**config.mk**
```make
export PLATFORM = sky130hd
export DESIGN_NAME = json_content_field_extractor_top
export DESIGN_NICKNAME = d
export VERILOG_FILES = /design/src/sv/jcfe_pkg.sv /design/src/sv/json_content_field_extractor_top.sv /design/src/sv/jcfe_decode.sv
export VERILOG_INCLUDE_DIRS = /design/src /design/src/sv
export SDC_FILE = /design/constraint.sdc
export NUM_CORES = 1
export LEC_CHECK = 0
export ABC_AREA = 1
export BUFFER_PORTS_ARGS = -buffer_cell sky130_fd_sc_hd__clkbuf_2
export CORE_ASPECT_RATIO = 1.75
export CORE_MARGIN = 3
export CORE_UTILIZATION = 57
export DETAILED_ROUTE_END_ITERATION = 7
export HOLD_SLACK_MARGIN = 0.05
export PLACE_DENSITY = 0.77
export SYNTH_ARGS = -nofsm -noshare
export SYNTH_HDL_FRONTEND = slang
export SYNTH_HIERARCHICAL = 1
export SYNTH_SLANG_ARGS = --single-unit
```
**constraint.sdc**
```tcl
create_clock -name clk -period 1.7 [get_ports clk]
set_input_delay 0.17 -clock clk [delete_from_list [all_inputs] [get_ports clk]]
set_output_delay 0.17 -clock clk [all_outputs]
set_load 0.02 [all_outputs]
```
**src/sv/json_content_field_extractor_top_assert.svh**
```systemverilog
// Assertion macros used by the extractor's top module.
`ifndef JSON_CONTENT_FIELD_EXTRACTOR_TOP_ASSERT_SVH
`define JSON_CONTENT_FIELD_EXTRACTOR_TOP_ASSERT_SVH

// Condition in the same cycle implies a consequence in the same cycle.
`define JCFE_ASSERT_SAME(label, clk, rst_n, cond, cons, msg) \
    label: assert property (@(posedge clk) disable iff (!rst_n) (cond) |-> (cons)) \
        else $error(msg);

// Condition in this cycle implies a consequence in the next cycle.
`define JCFE_ASSERT_NEXT(label, clk, rst_n, cond, cons, msg) \
    label: assert property (@(posedge clk) disable iff (!rst_n) (cond) |=> (cons)) \
        else $error(msg);

`endif

```
**src/sv/jcfe_pkg.sv**
```systemverilog
package jcfe_pkg;

    // Key geometry: the last byte is compared live, the rest sit in the window.
    localparam int KEY_LEN = 11;
    localparam int WIN_LEN = KEY_LEN - 1;
    localparam int MAX_RESULTS = 3;

    // The key "content":" with index 0 as the first byte of the key.
    localparam logic [KEY_LEN-1:0][7:0] KEY_BYTES = {
        8'h22, 8'h3A, 8'h22, 8'h74, 8'h6E, 8'h65, 8'h74, 8'h6E, 8'h6F, 8'h63, 8'h22
    };

    // Character codes.
    localparam logic [7:0] CH_NUL   = 8'h00;
    localparam logic [7:0] CH_BSL   = 8'h5C;
    localparam logic [7:0] CH_QUOTE = 8'h22;
    localparam logic [7:0] CH_N     = 8'h6E;
    localparam logic [7:0] CH_R     = 8'h72;
    localparam logic [7:0] CH_T     = 8'h74;
    localparam logic [7:0] CH_LF    = 8'h0A;
    localparam logic [7:0] CH_CR    = 8'h0D;
    localparam logic [7:0] CH_TAB   = 8'h09;

    // Parse phase codes.
    localparam logic [1:0] PH_SEARCH  = 2'd0;
    localparam logic [1:0] PH_VALUE   = 2'd1;
    localparam logic [1:0] PH_CLOSED  = 2'd2;
    localparam logic [1:0] PH_STOPPED = 2'd3;

    // Status codes.
    localparam logic [1:0] ST_COMPLETE = 2'd0;
    localparam logic [1:0] ST_NOKEY    = 2'd1;
    localparam logic [1:0] ST_UNTERM   = 2'd2;

    // Item kinds.
    localparam logic KIND_CONTENT = 1'b0;
    localparam logic KIND_STATUS  = 1'b1;

    typedef struct packed {
        logic [7:0] text_byte;
        logic       end_of_text;
    } in_word_t;

    typedef struct packed {
        logic       item_kind;
        logic [7:0] content_byte;
        logic [1:0] parse_status;
        logic       last_of_run;
    } out_word_t;

    // Parser state carried from byte to byte.
    typedef struct packed {
        logic [WIN_LEN-1:0][7:0] window;
        logic [1:0]              phase;
        logic                    esc;
        logic [1:0]              held;
    } parse_state_t;

    // Results caused by one input word.
    typedef struct packed {
        logic [1:0]                  count;
        out_word_t [MAX_RESULTS-1:0] items;
    } result_set_t;

endpackage

```
**src/sv/json_content_field_extractor_top.sv**
```systemverilog
// Streaming extractor of the "content" string value from a JSON text, one
// byte per input word. A byte that causes one result or none is taken every
// cycle while the result side keeps up; a byte that causes more results (up to
// three: two content bytes for an unknown escape plus the status word on the
// end-of-text byte) holds off the input until its results have drained,
// because the three-entry result buffer drains one word per cycle while
// result_ready is high and takes a new byte only once it holds at most one
// word that is leaving. Content words are sent as they are decoded, before
// the status word; a consumer drops them when the status is nonzero. After
// the end-of-text byte the parser is back in its reset state. There is no clearing pass after reset.
`include "json_content_field_extractor_top_assert.svh"

module json_content_field_extractor_top
    import jcfe_pkg::*;
(
    input  logic      clk,
    input  logic      rst_n,
    input  logic      text_valid,
    output logic      text_ready,
    input  in_word_t  text,
    output logic      result_valid,
    input  logic      result_ready,
    output out_word_t result
);

    parse_state_t                state_reg;
    parse_state_t                state_next;
    result_set_t                 results;
    out_word_t [MAX_RESULTS-1:0] buf_reg;
    out_word_t [MAX_RESULTS-1:0] buf_next;
    logic [1:0]                  cnt_reg;
    logic [1:0]                  cnt_next;
    logic                        pop;
    logic                        accept;

    jcfe_decode u_decode (
        .state      (state_reg),
        .word       (text),
        .state_next (state_next),
        .results    (results)
    );

    // Handshakes: a new byte is taken once the buffer empties this cycle.
    assign pop          = (cnt_reg != 2'd0) && result_ready;
    assign text_ready   = (cnt_reg == 2'd0) || ((cnt_reg == 2'd1) && result_ready);
    assign accept       = text_valid && text_ready;
    assign result_valid = (cnt_reg != 2'd0);
    assign result       = buf_reg[0];

    // Result buffer: shift down on a pop, reload on an accepted byte.
    always_comb
    begin
        buf_next = buf_reg;
        cnt_next = cnt_reg;
        if (pop)
        begin
            buf_next[0] = buf_reg[1];
            buf_next[1] = buf_reg[2];
            cnt_next    = cnt_reg - 2'd1;
        end
        if (accept)
        begin
            buf_next = results.items;
            cnt_next = results.count;
        end
    end

    // Control state.
    always_ff @(posedge clk or negedge rst_n)
    begin
        if (!rst_n)
        begin
            cnt_reg         <= 2'd0;
            state_reg.window <= '0;
            state_reg.phase  <= PH_SEARCH;
            state_reg.esc    <= 1'b0;
            state_reg.held   <= ST_COMPLETE;
        end
        else
        begin
            cnt_reg <= cnt_next;
            if (accept)
            begin
                state_reg <= state_next;
            end
        end
    end

    // Result words carry no reset.
    always_ff @(posedge clk)
    begin
        buf_reg <= buf_next;
    end

    // An escape can only be pending inside the value.
    `JCFE_ASSERT_SAME(a_esc_in_value, clk, rst_n, state_reg.esc,
        state_reg.phase == PH_VALUE, "escape pending outside the value")

    // A lone buffered word always closes its run.
    `JCFE_ASSERT_SAME(a_tail_is_last, clk, rst_n, cnt_reg == 2'd1,
        buf_reg[0].last_of_run, "buffer tail without last_of_run")

    // A status word is always the last word of its run.
    `JCFE_ASSERT_SAME(a_status_last, clk, rst_n,
        result_valid && (result.item_kind == KIND_STATUS),
        result.last_of_run, "status word not last of run")

    // The end of a text puts the parser back into its reset state.
    `JCFE_ASSERT_NEXT(a_end_resets, clk, rst_n, accept && text.end_of_text,
        (state_reg.phase == PH_SEARCH) && !state_reg.esc && (state_reg.window == '0),
        "parser not reset after end of text")

endmodule

```
**src/sv/jcfe_decode.sv**
```systemverilog
module jcfe_decode
    import jcfe_pkg::*;
(
    input  parse_state_t state,
    input  in_word_t     word,
    output parse_state_t state_next,
    output result_set_t  results
);

    logic             key_hit;
    logic [1:0]       n_content;
    logic [7:0]       byte0;
    logic [7:0]       byte1;
    logic [1:0]       status;
    parse_state_t     st;
    logic [1:0]       total;

    // The key matches when the window holds its first ten bytes and the
    // current byte is its last.
    always_comb
    begin
        key_hit = (word.text_byte == KEY_BYTES[KEY_LEN-1]);
        for (int i = 0; i < WIN_LEN; i++)
        begin
            if (state.window[i] != KEY_BYTES[i])
            begin
                key_hit = 1'b0;
            end
        end
    end

    // Per-byte parsing: phase, escape flag, window and content bytes.
    always_comb
    begin
        st        = state;
        n_content = 2'd0;
        byte0     = word.text_byte;
        byte1     = word.text_byte;
        if (word.text_byte == CH_NUL)
        begin
            if (state.phase == PH_SEARCH)
            begin
                st.held  = ST_NOKEY;
                st.phase = PH_STOPPED;
            end
            else if (state.phase == PH_VALUE)
            begin
                st.held  = ST_UNTERM;
                st.phase = PH_STOPPED;
            end
            st.esc = 1'b0;
        end
        else if (state.phase == PH_SEARCH)
        begin
            if (key_hit)
            begin
                st.phase = PH_VALUE;
                st.esc   = 1'b0;
            end
            for (int i = 0; i < WIN_LEN - 1; i++)
            begin
                st.window[i] = state.window[i+1];
            end
            st.window[WIN_LEN-1] = word.text_byte;
        end
        else if (state.phase == PH_VALUE)
        begin
            if (state.esc)
            begin
                st.esc    = 1'b0;
                n_content = 2'd1;
                case (word.text_byte)
                    CH_N:     byte0 = CH_LF;
                    CH_R:     byte0 = CH_CR;
                    CH_T:     byte0 = CH_TAB;
                    CH_QUOTE: byte0 = CH_QUOTE;
                    CH_BSL:   byte0 = CH_BSL;
                    default:
                    begin
                        // Unknown escape: backslash, then the byte itself.
                        byte0     = CH_BSL;
                        n_content = 2'd2;
                    end
                endcase
            end
            else if (word.text_byte == CH_BSL)
            begin
                st.esc = 1'b1;
            end
            else if (word.text_byte == CH_QUOTE)
            begin
                st.phase = PH_CLOSED;
            end
            else
            begin
                n_content = 2'd1;
            end
        end
    end

    // Final status follows the phase reached after this byte.
    always_comb
    begin
        case (st.phase)
            PH_SEARCH: status = ST_NOKEY;
            PH_VALUE:  status = ST_UNTERM;
            PH_CLOSED: status = ST_COMPLETE;
            default:   status = st.held;
        endcase
    end

    // Assemble the result words and the state for the next byte.
    always_comb
    begin
        results.items[0] = '{KIND_CONTENT, byte0, ST_COMPLETE, 1'b0};
        results.items[1] = '{KIND_CONTENT, byte1, ST_COMPLETE, 1'b0};
        results.items[2] = '{KIND_STATUS, 8'h00, status, 1'b0};
        total            = n_content;
        state_next       = st;
        if (word.end_of_text)
        begin
            total = n_content + 2'd1;
            // The status word takes the first free slot.
            if (n_content == 2'd0)
            begin
                results.items[0] = '{KIND_STATUS, 8'h00, status, 1'b0};
            end
            else if (n_content == 2'd1)
            begin
                results.items[1] = '{KIND_STATUS, 8'h00, status, 1'b0};
            end
            state_next.window = '0;
            state_next.phase  = PH_SEARCH;
            state_next.esc    = 1'b0;
            state_next.held   = ST_COMPLETE;
        end
        if (total == 2'd1)
        begin
            results.items[0].last_of_run = 1'b1;
        end
        else if (total == 2'd2)
        begin
            results.items[1].last_of_run = 1'b1;
        end
        else if (total == 2'd3)
        begin
            results.items[2].last_of_run = 1'b1;
        end
        results.count = total;
    end

endmodule
```
==> results of run 1 <==
## where the power goes
part	internal [W]	switching, W	total (W)
Sequential	0.00406	0.000444	0.00451
Clock	0.00218	0.00142	0.00360
Combinational	0.00185	0.00268	0.00453
Total	0.00809	0.00455	0.0126
## cells in the mapped netlist
cell	instances	share of area
edfxtp_1	36	0.15
buf_6	8	0.013
inv_1	51	0.027
o21a_1	1	0.0011
nor2_1	169	0.090
clkinv_1	1	0.00053
ha_1	5	0.0089
a21oi_1	41	0.029
a211oi_1	1	0.0011
nand2_1	397	0.21
nand4_1	4	0.0036
inv_2	7	0.0037
dfrtp_1	87	0.31
o21ai_1	43	0.031
a311oi_1	1	0.0012
nor3_4	1	0.0023
buf_2	14	0.010
nand2_2	3	0.0027
a22oi_1	1	0.0011
buf_4	37	0.040
nor3_1	1	0.00071
nor2_2	1	0.00089
nand3_1	21	0.015
o21ai_0	42	0.030
nand2_4	1	0.0016
conb_1	2	0.0011
nand3b_1	1	0.0011
clkbuf_1	13	0.0070
## worst max-delay path: stages (launching register included)
cell and delay, ps:
dfrtp_1 420, nand3_2 140, nor2_4 180, nand2_4 90, ha_4 170, nand2_2 80
inv_2 60, nor2_4 160, nand3b_1 180, a21oi_2 160, nand2_1 70, nand2_1 60
## worst paths after layout
kind,from,to,cells past startpoint
hold / removal,text_valid,cnt_reg[1]$_DFFE_PN0P_,4
min in group asynchronous,rst_n,state_reg[63]$_DFFE_PN0P_,2
max in group asynchronous,rst_n,state_reg[68]$_DFFE_PN0P_,3
setup reg to reg,state_reg[2]$_DFFE_PN0P_,result[9]$_DFFE_PP_,11
setup / recovery,state_reg[2]$_DFFE_PN0P_,result[9]$_DFFE_PP_,11
hold reg to reg,state_reg[40]$_DFFE_PN0P_,state_reg[40]$_DFFE_PN0P_,2
## final cells by class
type	instances	area (sq um)	share of cell area
sequential	123	3260	0.360
clock inverter	15	168	0.0185
tap	165	206	0.0228
timing repair buffer	164	1400	0.155
multi-input combinational	743	3350	0.370
inverter	59	235	0.0260
clock buffer	17	425	0.0470
## routing by layer
metal  global-route usage  vias to the layer above  part of all wire
met5                    0                        -                 0
met4                0.163                        0             0.061
met3               0.0524                      106             0.050
met2                0.496                      303              0.53
met1                0.293                     3275              0.36
li1                     -                     3312                 -
## kinds of logic (layout without fill, tap and decap cells)
logic type               count (synthesis)  count (layout)
AO/OA/AOI/OAI                          130             130
adder cells (fa/ha/maj)                  5               5
buffers and inverters                  131             255
flip-flops                             123             123
other                                    2               9
AND/OR/NAND/NOR                        599             599
## cell usage in the layout (no fill, tap or decap), types with 3 or more instances in the layout
cell type / n
nor2_2: 20
inv_2: 13
a21oi_2: 4
nand2_4: 5
clkbuf_2: 25
o21ai_1: 44
inv_1: 41
edfxtp_1: 36
inv_4: 3
nor2_4: 6
buf_4: 119
a21oi_1: 36
o21ai_0: 40
nand4_1: 4
ha_1: 3
inv_6: 4
nor2_1: 144
nand3_1: 14
dfrtp_1: 87
conb_1: 9
clkbuf_16: 20
clkinv_4: 7
nand3_2: 5
nand2_1: 384
nand2_2: 12
buf_6: 4
buf_12: 10
## what timing repair did
action	4_1_cts	5_1_grt
hold endpoints to repair	32	0
setup buffers	7	6
hold buffers	1	0
resized for setup	20	57
gates cloned	0	3
setup endpoints to repair	21	87
pin swaps	14	19
## through the flow
stage,hold WS (ps),TNS (ps)
after floorplan,-126,-213
after global placement,164,-5720
after detailed placement,162,-7170
after CTS,125,-157
after global routing,147,-4780
final,147,-2190
==> reports/qor.csv, run 1 <==
stage,metric,value,unit
routing,drt first pass iters,5,
routing,WL per Instance,15.5,um
layout,post-route cell area,9050,sq um
setup_path,critical path arrival,2180,ps
routing,WL final,19900,um
timing,Final Hold Viols,0,
power_and_ir_drop,P_leak,4.55,nW
status,failing checks,negative setup slack,
setup_path,crit end category,flop,
layout,synth-to-layout area growth,28.9,%
layout,Finished Layout Cells,1286,
setup_path,Reg2Reg Setup Slack,-190,ps
placed_design,placed cell count,1237,
yosys,largest family of logic cells by synthesized area,simple AND/OR/NAND/NOR gates,
status,status,finished with violations,
timing,Max Clock Freq,528,MHz
clock_network,clk root buf,clkbuf_16,
clock_network,CTS tree,yes,
timing,period utilization,1.11,
global_route,GRT Overall Usage,0.274,
global_route,total gr overflow,0,
power_and_ir_drop,Final Power,0.0126,W
floorplan,chip width,89.9,um
yosys,post-synth cell types,28,
setup_path,CP Class,reg -> reg,
timing,RSZ-0062 raised after global routing,yes,
yosys,post-synthesis simple-gate area fraction,0.331,
layout,Fill cells,812,
routing,drc violations,0,
clock_network,Worst-Skew Late Latency,420,ps
global_route,largest net degree at the start of global routing,63,
placed_design,gpl congestion,0.877,
global_route,vias in the first global route,6801,
clock_network,CTS H-tree lvls,4,
timing,Setup-failing EPs final,26,
routing,final antenna-violating net count,0,
clock_network,Clock Tree Buf Depth,2,
yosys,Post-Synth XOR/XNOR Area,0,
global_route,initial antenna violation count,0,
placed_design,pre-CTS setup slack,-342,ps
yosys,Seq cells post-synth,123,
layout,Layout Utilization,0.754,
clock_network,TritonCTS buffer count,17,
clock_network,Clock Sinks,123,
floorplan,Vert. Die Dim,153,um
setup_path,Crit path required time,1990,ps
timing,Final min period,1890,ps
placed_design,Post-DP Area,8010,sq um
yosys,Synth Area in Compound Gates,0.0943,
layout,share of post-route cells with drive strength above 1,0.245,
run,max-cap viol count,0,
yosys,YS warnings,6,
layout,number of flip-flops under the largest register name,85,
routing,via count,6996,
placed_design,# port buffers,26,
routing,Vias per Instance,5.44,
yosys,syn_area_per_cell,7.09,sq um
setup_path,critical path startpoint category,flop,
floorplan,Std-Cell Rows,53,
power_and_ir_drop,Cell Pwr Density,1400,nW/um^2
layout,nets,1126,
placed_design,hpwl dp,11400,um
yosys,post-synthesis cell count,990,
yosys,post-synthesis mux area share,0,
floorplan,die area,13700,sq um
routing,DR iter-0 viols,495,
global_route,first-pass GRT wire length,30800,um
timing,final slew viol count,0,
yosys,Mapped Area,7020,sq um
setup_path,maximum fanout along the worst path,3,
layout,n_diodes,0,
power_and_ir_drop,maximum VDD drop,898,uV
floorplan,Initial Util,0.585,
floorplan,CORE AREA,12000,sq um
timing,Setup WS post-layout,-195,ps
yosys,sequential share of the synthesized area,0.464,
timing,clock skew,13.6,ps
yosys,Post-Synth Adder-Cell Area,0.00891,
floorplan,Top Ports,27,
clock_network,clk slew on worst S/H paths,60,ps
worst_hold_path,Hold WC Path Type,in -> reg,
Note: power is estimated with default switching activity, not from simulation.
==> run 2: changes to the inputs <==
--- a/config.mk
+++ b/config.mk
@@ -14,6 +14,7 @@
 export DETAILED_ROUTE_END_ITERATION = 7
 export HOLD_SLACK_MARGIN = 0.05
 export PLACE_DENSITY = 0.77
+export SETUP_SLACK_MARGIN = 0.5
 export SYNTH_ARGS = -nofsm -noshare
 export SYNTH_HDL_FRONTEND = slang
 export SYNTH_HIERARCHICAL = 1
==> run 2 against run 1 <==
Effect of this change: synthesized cell count is the same; the flow now stops in 5_1_grt; synthesized area is the same.
==> reports/qor.csv, run 2 <==
stage,metric,value,unit,change
timing,worst_ep grt,buf_reg[13]$_DFFE_PP_/D,,
clock_network,TritonCTS buffer count,17,,unchanged
yosys,Post-Synth XOR/XNOR Area,0,,unchanged
floorplan,Vert. Die Dim,153,um,unchanged
status,status,did not finish,,was finished with violations
global_route,largest net degree at the start of global routing,67,,
yosys,post-synthesis cell count,990,,unchanged
yosys,syn_area_per_cell,7.09,sq um,unchanged
placed_design,hpwl dp,11500,um,was 11400 um
yosys,Post-synth ARST share,0.707,,unchanged
placed_design,gpl congestion,0.874,,was 0.877
yosys,Synth Area in Compound Gates,0.0943,,unchanged
yosys,sequential share of the synthesized area,0.464,,unchanged
floorplan,Top Ports,27,,unchanged
yosys,post-synthesis mux area share,0,,unchanged
clock_network,clk root buf,clkbuf_16,,unchanged
yosys,most common cell in the netlist,nand2_1,,unchanged
yosys,YS warnings,6,,unchanged
floorplan,Std-Cell Rows,53,,unchanged
yosys,"Primary FF master, synth",dfrtp_1,,unchanged
yosys,Mapped Area,7020,sq um,unchanged
status,Halt Stage,5_1_grt,,
clock_network,Clock Sinks,123,,unchanged
yosys,Commonest cells post-synth,"nand2_1, nor2_1, dfrtp_1",,unchanged
yosys,post-synthesis simple-gate area fraction,0.331,,unchanged
clock_network,Clock Tree Buf Depth,2,,unchanged
yosys,Seq cells post-synth,123,,unchanged
yosys,top post-synthesis cells by area,"dfrtp_1, nand2_1, edfxtp_1",,unchanged
yosys,Post-Synth Adder-Cell Area,0.00891,,unchanged
floorplan,chip width,89.9,um,unchanged
floorplan,Initial Util,0.585,,unchanged
yosys,top cell type's share of synthesized area,0.310,,unchanged
yosys,post-synth cell types,28,,unchanged
placed_design,pre-CTS setup slack,-368,ps,was -342 ps
yosys,largest family of logic cells by synthesized area,simple AND/OR/NAND/NOR gates,,unchanged
yosys,top cell type by total area after synthesis,dfrtp_1,,unchanged
clock_network,CTS H-tree lvls,4,,unchanged
status,Run Error,"[ERROR DPL-0038] Utilization greater than 100%, impossible to legalize",,
placed_design,placed cell count,1245,,was 1237
timing,worst ep type,register input,,
placed_design,# port buffers,26,,unchanged
yosys,Post-synth EDFFs,36,,unchanged
## run 2: timing repair
item,in CTS
buffers inserted,33
pin swaps,53
endpoints found under the setup margin,152
hold endpoints to repair,29
hold buffers,1
resized for setup,234
cloned,34
## run 2: cells by family after synthesis
group,count (synthesis)
buffers and inverters,131
adder cells (fa/ha/maj),5
flip-flops,123
AO/OA/AOI/OAI,130
other,2
AND/OR/NAND/NOR,599
## run 2: metrics by stage
step | util | area (sq um)
4_1_cts | 0.901 | 10800
3_5_place_dp | 0.690 | 8280
3_3_place_gp | 0.690 | 8280
2_1_floorplan | - | 7420
==> run 3: changes to the inputs <==
--- a/config.mk
+++ b/config.mk
@@ -8,13 +8,10 @@
 export LEC_CHECK = 0
 export ABC_AREA = 1
 export BUFFER_PORTS_ARGS = -buffer_cell sky130_fd_sc_hd__clkbuf_2
-export CORE_ASPECT_RATIO = 1.75
 export CORE_MARGIN = 3
-export CORE_UTILIZATION = 57
+export CORE_UTILIZATION = 40
 export DETAILED_ROUTE_END_ITERATION = 7
-export HOLD_SLACK_MARGIN = 0.05
-export PLACE_DENSITY = 0.77
-export SETUP_SLACK_MARGIN = 0.5
+export PLACE_DENSITY_LB_ADDON = 0.15
 export SYNTH_ARGS = -nofsm -noshare
 export SYNTH_HDL_FRONTEND = slang
 export SYNTH_HIERARCHICAL = 1
==> constraint.sdc (replaced) <==
create_clock -name clk -period 2.21 [get_ports clk]
set_input_delay 0.221 -clock clk [delete_from_list [all_inputs] [get_ports clk]]
set_output_delay 0.221 -clock clk [all_outputs]
set_load 0.02 [all_outputs]
==> run 3 against run 2 <==
Effect of this change: the flow now finishes without violations.
==> reports/qor.csv, run 3 (synthesis results as in run 1) <==
stage,metric,value,unit,change
status,status,"complete, no violations",,was did not finish
placed_design,Post-DP Area,7330,sq um,was 8280 sq um
layout,number of flip-flops under the largest register name,85,,
setup_path,maximum fanout along the worst path,8,,
timing,Final Hold Viols,0,,
timing,Final min period,1990,ps,
layout,Fill cells,1710,,
power_and_ir_drop,P_int,0.00584,W,
setup_path,critical path startpoint category,flop,,
layout,Finished Layout Cells,1244,,
timing,Setup WS post-layout,225,ps,
routing,Vias per Instance,4.79,,
global_route,GRT Overall Usage,0.175,,
layout,Layout Utilization,0.472,,
floorplan,die area,19200,sq um,
worst_hold_path,hold endpoint,cnt_reg[0]$_DFFE_PN0P_,,
power_and_ir_drop,Switching Fraction,0.347,,
global_route,first-pass GRT wire length,28100,um,
clock_network,CTS Hold Buffers Added,1,,unchanged
layout,most frequent cells in the layout,"nand2_1, nor2_1, dfrtp_1, inv_1, o21ai_1",,
timing,final slew viol count,0,,
power_and_ir_drop,Flop pwr share,0.401,,
setup_path,CP Class,reg -> reg,,
routing,WL final,16100,um,
layout,"most common cell after layout, fill and taps aside",nand2_1,,
routing,final antenna-violating net count,0,,
layout,nets,1029,,
placed_design,gpl congestion,0.859,,was 0.874
worst_hold_path,worst hold start,text_valid,,
run,max-cap viol count,0,,
setup_path,critical path arrival,2160,ps,
timing,final hold slack,184,ps,
setup_path,Reg-to-Reg End,buf_reg[18]$_DFFE_PP_,,
layout,n_diodes,0,,
power_and_ir_drop,P_leak,3.98,nW,
routing,drc violations,0,,
power_and_ir_drop,maximum VDD drop,712,uV,
setup_path,crit end category,flop,,
timing,Setup-failing EPs final,0,,
layout,Reg area,3260,sq um,
floorplan,CORE AREA,16900,sq um,
placed_design,placed cell count,1211,,was 1245
routing,WL per Instance,13.0,um,
global_route,initial antenna violation count,0,,
routing,via count,5964,,
global_route,total gr overflow,0,,
clock_network,post-CTS setup buffer count,0,,was 33
setup_path,Crit path required time,2380,ps,
floorplan,Std-Cell Rows,47,,was 53
worst_hold_path,Hold Crit Depth,4,,
setup_path,Reg2Reg Setup Slack,220,ps,
floorplan,chip width,138,um,was 89.9 um
worst_hold_path,Hold WC Path Type,in -> reg,,
power_and_ir_drop,power share of the combinational group,0.272,,
setup_path,RR Startpoint,state_reg[4]$_DFFE_PN0P_,,
timing,Max Clock Freq,504,MHz,
power_and_ir_drop,sw power,0.00310,W,
clock_network,Clock Tree Buf Depth,2,,unchanged
layout,share of post-route cells with drive strength above 1,0.106,,
clock_network,Worst-Skew Late Latency,420,ps,
global_route,met1 Use GR,0.246,,
routing,DR iter-0 viols,493,,
timing,period utilization,0.898,,
routing,drt first pass iters,4,,
layout,post-route cell area,7970,sq um,
global_route,largest net degree at the start of global routing,93,,
layout,synth-to-layout area growth,13.5,%,
floorplan,Initial Util,0.416,,was 0.585
clock_network,clk slew on worst S/H paths,50,ps,
power_and_ir_drop,Cell Pwr Density,1120,nW/um^2,
floorplan,Vert. Die Dim,138,um,was 153 um
power_and_ir_drop,clock network fraction of design power,0.328,,
layout,Multi-input gate area,3080,sq um,
floorplan,Top Ports,27,,unchanged
placed_design,# port buffers,26,,unchanged
placed_design,pre-CTS setup slack,-20.9,ps,was -368 ps
global_route,vias in the first global route,5796,,
global_route,M2 GR Usage,0.269,,
timing,RSZ-0062 raised after global routing,no,,
clock_network,TritonCTS buffer count,17,,unchanged
clock_network,clk root buf,clkbuf_16,,unchanged
setup_path,FF-to-FF path depth,13,,
global_route,layer carrying the most global-route usage,met2,,
clock_network,CTS H-tree lvls,4,,unchanged
timing,clock skew,12.0,ps,
global_route,grt met3 use,0.0407,,
placed_design,hpwl dp,9680,um,was 11500 um
clock_network,Clock Sinks,123,,unchanged
clock_network,post-cts gate resize count,0,,was 234
clock_network,CTS tree,yes,,
run 3: power by group through the flow:
stage                     clock network, W  registers [W]  logic, W
after floorplan                          0        0.00348   0.00203
after global placement                   0        0.00360   0.00244
after detailed placement                 0        0.00361   0.00246
after CTS                          0.00297        0.00359   0.00247
after global routing               0.00309        0.00368   0.00279
final                              0.00293        0.00358   0.00243
run 3: cell type report:
| class | instances | area share |
|---|---|---|
| multi-input cells | 743 | 0.387 |
| clock buffers | 26 | 0.0680 |
| repair buffers | 67 | 0.0635 |
| inverters | 59 | 0.0280 |
| flip-flops and latches | 123 | 0.409 |
| well taps | 220 | 0.0346 |
| clock inverters | 6 | 0.0101 |
run 3: metal layers:
| layer | vias up | part of all wire |
|---|---|---|
| li1 | 3115 | - |
| met1 | 2743 | 0.51 |
| met2 | 93 | 0.45 |
| met3 | 13 | 0.033 |
| met4 | 0 | 0.011 |
| met5 | - | 0 |
run 3: how the worst max path moves through the flow:
stage	start	end	slack, ps	depth (start not counted)
5_1_grt	state_reg[2]$_DFFE_PN0P_	result[6]$_DFFE_PP_	20	11
2_1_floorplan	text[4]	buf_reg[14]$_DFFE_PP_	250	16
4_1_cts	state_reg[4]$_DFFE_PN0P_	buf_reg[16]$_DFFE_PP_	240	13
3_3_place_gp	text[2]	buf_reg[22]$_DFFE_PP_	40	19
3_5_place_dp	text[2]	buf_reg[16]$_DFFE_PP_	-20	19
6_report	state_reg[4]$_DFFE_PN0P_	buf_reg[18]$_DFFE_PP_	220	13
run 3: stage by stage:
step | total power, W | TNS (ps)
6_report | 0.00894 | 0
4_1_cts | 0.00903 | 0
3_5_place_dp | 0.00608 | -141
5_1_grt | 0.00956 | 0
2_1_floorplan | 0.00552 | 0
3_3_place_gp | 0.00604 | 0
run 3: critical path, cell delays in order, from the launching register on:
cell and delay (ps):
dfrtp_1 370, inv_1 120, nand3_1 110, nor2_1 160, nand2_1 90, buf_4 140, inv_1 60, ha_1 140
nand2_1 50, nor2_1 150, buf_4 200, nor2_1 60, nand2_1 60, nand2_1 40
==> run 4: changes to the inputs <==
--- a/config.mk
+++ b/config.mk
@@ -11,6 +11,7 @@
 export CORE_MARGIN = 3
 export CORE_UTILIZATION = 40
 export DETAILED_ROUTE_END_ITERATION = 7
+export MAX_ROUTING_LAYER = met4
 export PLACE_DENSITY_LB_ADDON = 0.15
 export SYNTH_ARGS = -nofsm -noshare
 export SYNTH_HDL_FRONTEND = slang
==> run 4 against run 3 <==
Effect of this change: routed wire length decreased by 0.21%; die area did not move; power is 0.18% lower; hold slack better by 2.5 ps; sequential power about the same; sequential share of layout area is the same; core utilization unchanged; first-iteration DRC count increased by 1.8%; register-to-register slack barely moved; largest cell class unchanged; largest power group unchanged.
==> reports/qor.csv, run 4 (synthesis results as in run 1) <==
stage,metric,value,unit,change
status,status,"complete, no violations",,unchanged
clock_network,post-CTS setup buffer count,0,,unchanged
routing,via count,5965,,was 5964
global_route,first-pass GRT wire length,28100,um,about the same
floorplan,chip width,138,um,unchanged
setup_path,Crit path required time,2380,ps,about the same
routing,Vias per Instance,4.80,,was 4.79
routing,drt first pass iters,4,,unchanged
floorplan,CORE AREA,16900,sq um,unchanged
layout,Reg area,3260,sq um,unchanged
power_and_ir_drop,maximum VDD drop,708,uV,was 712 uV
setup_path,maximum fanout along the worst path,8,,unchanged
setup_path,CP Depth,13,,unchanged
setup_path,CP Class,reg -> reg,,unchanged
timing,period utilization,0.896,,was 0.898
placed_design,hpwl dp,9680,um,unchanged
layout,most frequent cells in the layout,"nand2_1, nor2_1, dfrtp_1, inv_1, o21ai_1",,unchanged
routing,WL final,16100,um,about the same
setup_path,cells along the critical path,"inv_1, nand3_1, nor2_1, nand2_1, buf_4, inv_1, ha_1, nand2_1, nor2_1, buf_4, nor2_1, nand2_1, nand2_1",,unchanged
setup_path,critical path startpoint category,flop,,unchanged
layout,Fill cells,1710,,unchanged
clock_network,Clock Sinks,123,,unchanged
global_route,initial antenna violation count,0,,unchanged
power_and_ir_drop,Flop pwr share,0.401,,about the same
setup_path,RR Startpoint,state_reg[4]$_DFFE_PN0P_,,unchanged
power_and_ir_drop,clock network fraction of design power,0.327,,was 0.328
clock_network,Worst-Skew Late Latency,420,ps,about the same
global_route,largest net degree at the start of global routing,93,,unchanged
routing,final antenna-violating net count,0,,unchanged
clock_network,post-cts gate resize count,0,,unchanged
floorplan,Std-Cell Rows,47,,unchanged
setup_path,CP max stage delay,370,ps,about the same
layout,n_diodes,0,,unchanged
power_and_ir_drop,power share of the combinational group,0.272,,about the same
clock_network,clk slew on worst S/H paths,50,ps,about the same
timing,setup TNS,0,ps,unchanged
timing,Setup-failing EPs final,0,,unchanged
setup_path,critical path arrival,2150,ps,was 2160 ps
placed_design,Post-DP Area,7330,sq um,unchanged
setup_path,FF-to-FF path depth,13,,unchanged
power_and_ir_drop,Cell Pwr Density,1120,nW/um^2,about the same
timing,Final min period,1980,ps,was 1990 ps
setup_path,slowest CP cell,dfrtp_1,,unchanged
layout,Multi-input gate area,3080,sq um,unchanged
floorplan,Initial Util,0.416,,unchanged
global_route,vias in the first global route,5805,,was 5796
setup_path,"delay-heaviest family, CP",simple AND/OR/NAND/NOR gates,,unchanged
setup_path,crit end category,flop,,unchanged
timing,RSZ-0062 raised after global routing,no,,unchanged
clock_network,Clock Tree Buf Depth,2,,unchanged
clock_network,TritonCTS buffer count,17,,unchanged
clock_network,CTS H-tree lvls,4,,unchanged
timing,final slew viol count,0,,unchanged
layout,post-route cell area,7970,sq um,unchanged
setup_path,Critical Path Sink,buf_reg[18]$_DFFE_PP_,,unchanged
power_and_ir_drop,P_int,0.00584,W,about the same
setup_path,Reg2Reg Setup Slack,230,ps,was 220 ps
worst_hold_path,worst hold start,text_valid,,unchanged
placed_design,# port buffers,26,,unchanged
timing,clock skew,16.1,ps,was 12.0 ps
clock_network,clk root buf,clkbuf_16,,unchanged
floorplan,die area,19200,sq um,unchanged
setup_path,crit path from,state_reg[4]$_DFFE_PN0P_,,unchanged
layout,number of flip-flops under the largest register name,85,,unchanged
layout,synth-to-layout area growth,13.5,%,unchanged
run,max-cap viol count,0,,unchanged
routing,WL per Instance,13.0,um,about the same
power_and_ir_drop,Final Power,0.00893,W,was 0.00894 W
layout,share of post-route cells with drive strength above 1,0.106,,unchanged
floorplan,Vert. Die Dim,138,um,unchanged
routing,drc violations,0,,unchanged
floorplan,Top Ports,27,,unchanged
placed_design,gpl congestion,0.873,,was 0.859
layout,"most common cell after layout, fill and taps aside",nand2_1,,unchanged
setup_path,Reg-to-Reg End,buf_reg[18]$_DFFE_PP_,,unchanged
worst_hold_path,Hold WC Path Type,in -> reg,,unchanged
timing,Max Clock Freq,505,MHz,was 504 MHz
setup_path,Most Frequent Cell on Critical Path,nand2_1,,unchanged
global_route,GRT Overall Usage,0.180,,was 0.175
routing,DR iter-0 viols,502,,was 493
power_and_ir_drop,Switching Fraction,0.346,,was 0.347
timing,Final Hold Viols,0,,unchanged
power_and_ir_drop,P_leak,3.98,nW,unchanged
clock_network,CTS tree,yes,,unchanged
power_and_ir_drop,sw power,0.00309,W,was 0.00310 W
layout,nets,1029,,unchanged
global_route,total gr overflow,0,,unchanged
setup_path,worst path bufs/invs,4,,unchanged
[run 4: cell type report]
type	count	share of cell area
Inverter	59	0.0280
Timing Repair Buffer	67	0.0635
Sequential cell	123	0.409
Tap cell	220	0.0346
Clock buffer	26	0.0680
Multi-Input combinational cell	743	0.387
Clock inverter	6	0.0101
[run 4: timing repair]
item,4_1_cts,5_1_grt
hold buffers,1,0
setup endpoints to repair,0,0
endpoints found under the hold margin,25,0
[run 4: how the worst min path moves through the flow]
stage,endpoint,slack (ps),depth (start not counted)
after global routing,cnt_reg[0]$_DFFE_PN0P_,210,4
after detailed placement,state_reg[41]$_DFFE_PN0P_,170,1
final,cnt_reg[0]$_DFFE_PN0P_,190,4
after floorplan,cnt_reg[0]$_DFFE_PN0P_,-70,0
after CTS,cnt_reg[0]$_DFFE_PN0P_,170,4
after global placement,state_reg[41]$_DFFE_PN0P_,170,1
[run 4: per-layer routing]
| layer | part of all wire | up-vias | global-route usage |
|---|---|---|---|
| met1 | 0.51 | 2751 | 0.246 |
| met4 | 0.010 | 0 | 0.0567 |
| met3 | 0.030 | 12 | 0.0373 |
| li1 | - | 3116 | - |
| met5 | 0 | - | - |
| met2 | 0.45 | 86 | 0.269 |
[run 4: tightest hold or removal path, delay by kind of cell]
kind	cells	cell delay [ps]
AND/OR/NAND/NOR	3	220
buffers and inverters	1	130
[run 4: power by group through the flow]
stage / logic [W] / clock network [W] / registers, W
after floorplan: 0.00203 / 0 / 0.00348
after global placement: 0.00244 / 0 / 0.00360
after detailed placement: 0.00246 / 0 / 0.00361
after CTS: 0.00247 / 0.00297 / 0.00359
after global routing: 0.00279 / 0.00309 / 0.00368
final: 0.00243 / 0.00292 / 0.00358
[run 4: metrics by stage]
step                      cells  hold WS, ps  utilization  setup WS (ps)
after floorplan             997        -74.6            -            250
after global placement     1211          168        0.435           42.9
after detailed placement   1211          171        0.435          -20.9
after CTS                  1244          171        0.472            235
after global routing       1244          212        0.472           18.3
final                      1244          186        0.472            230
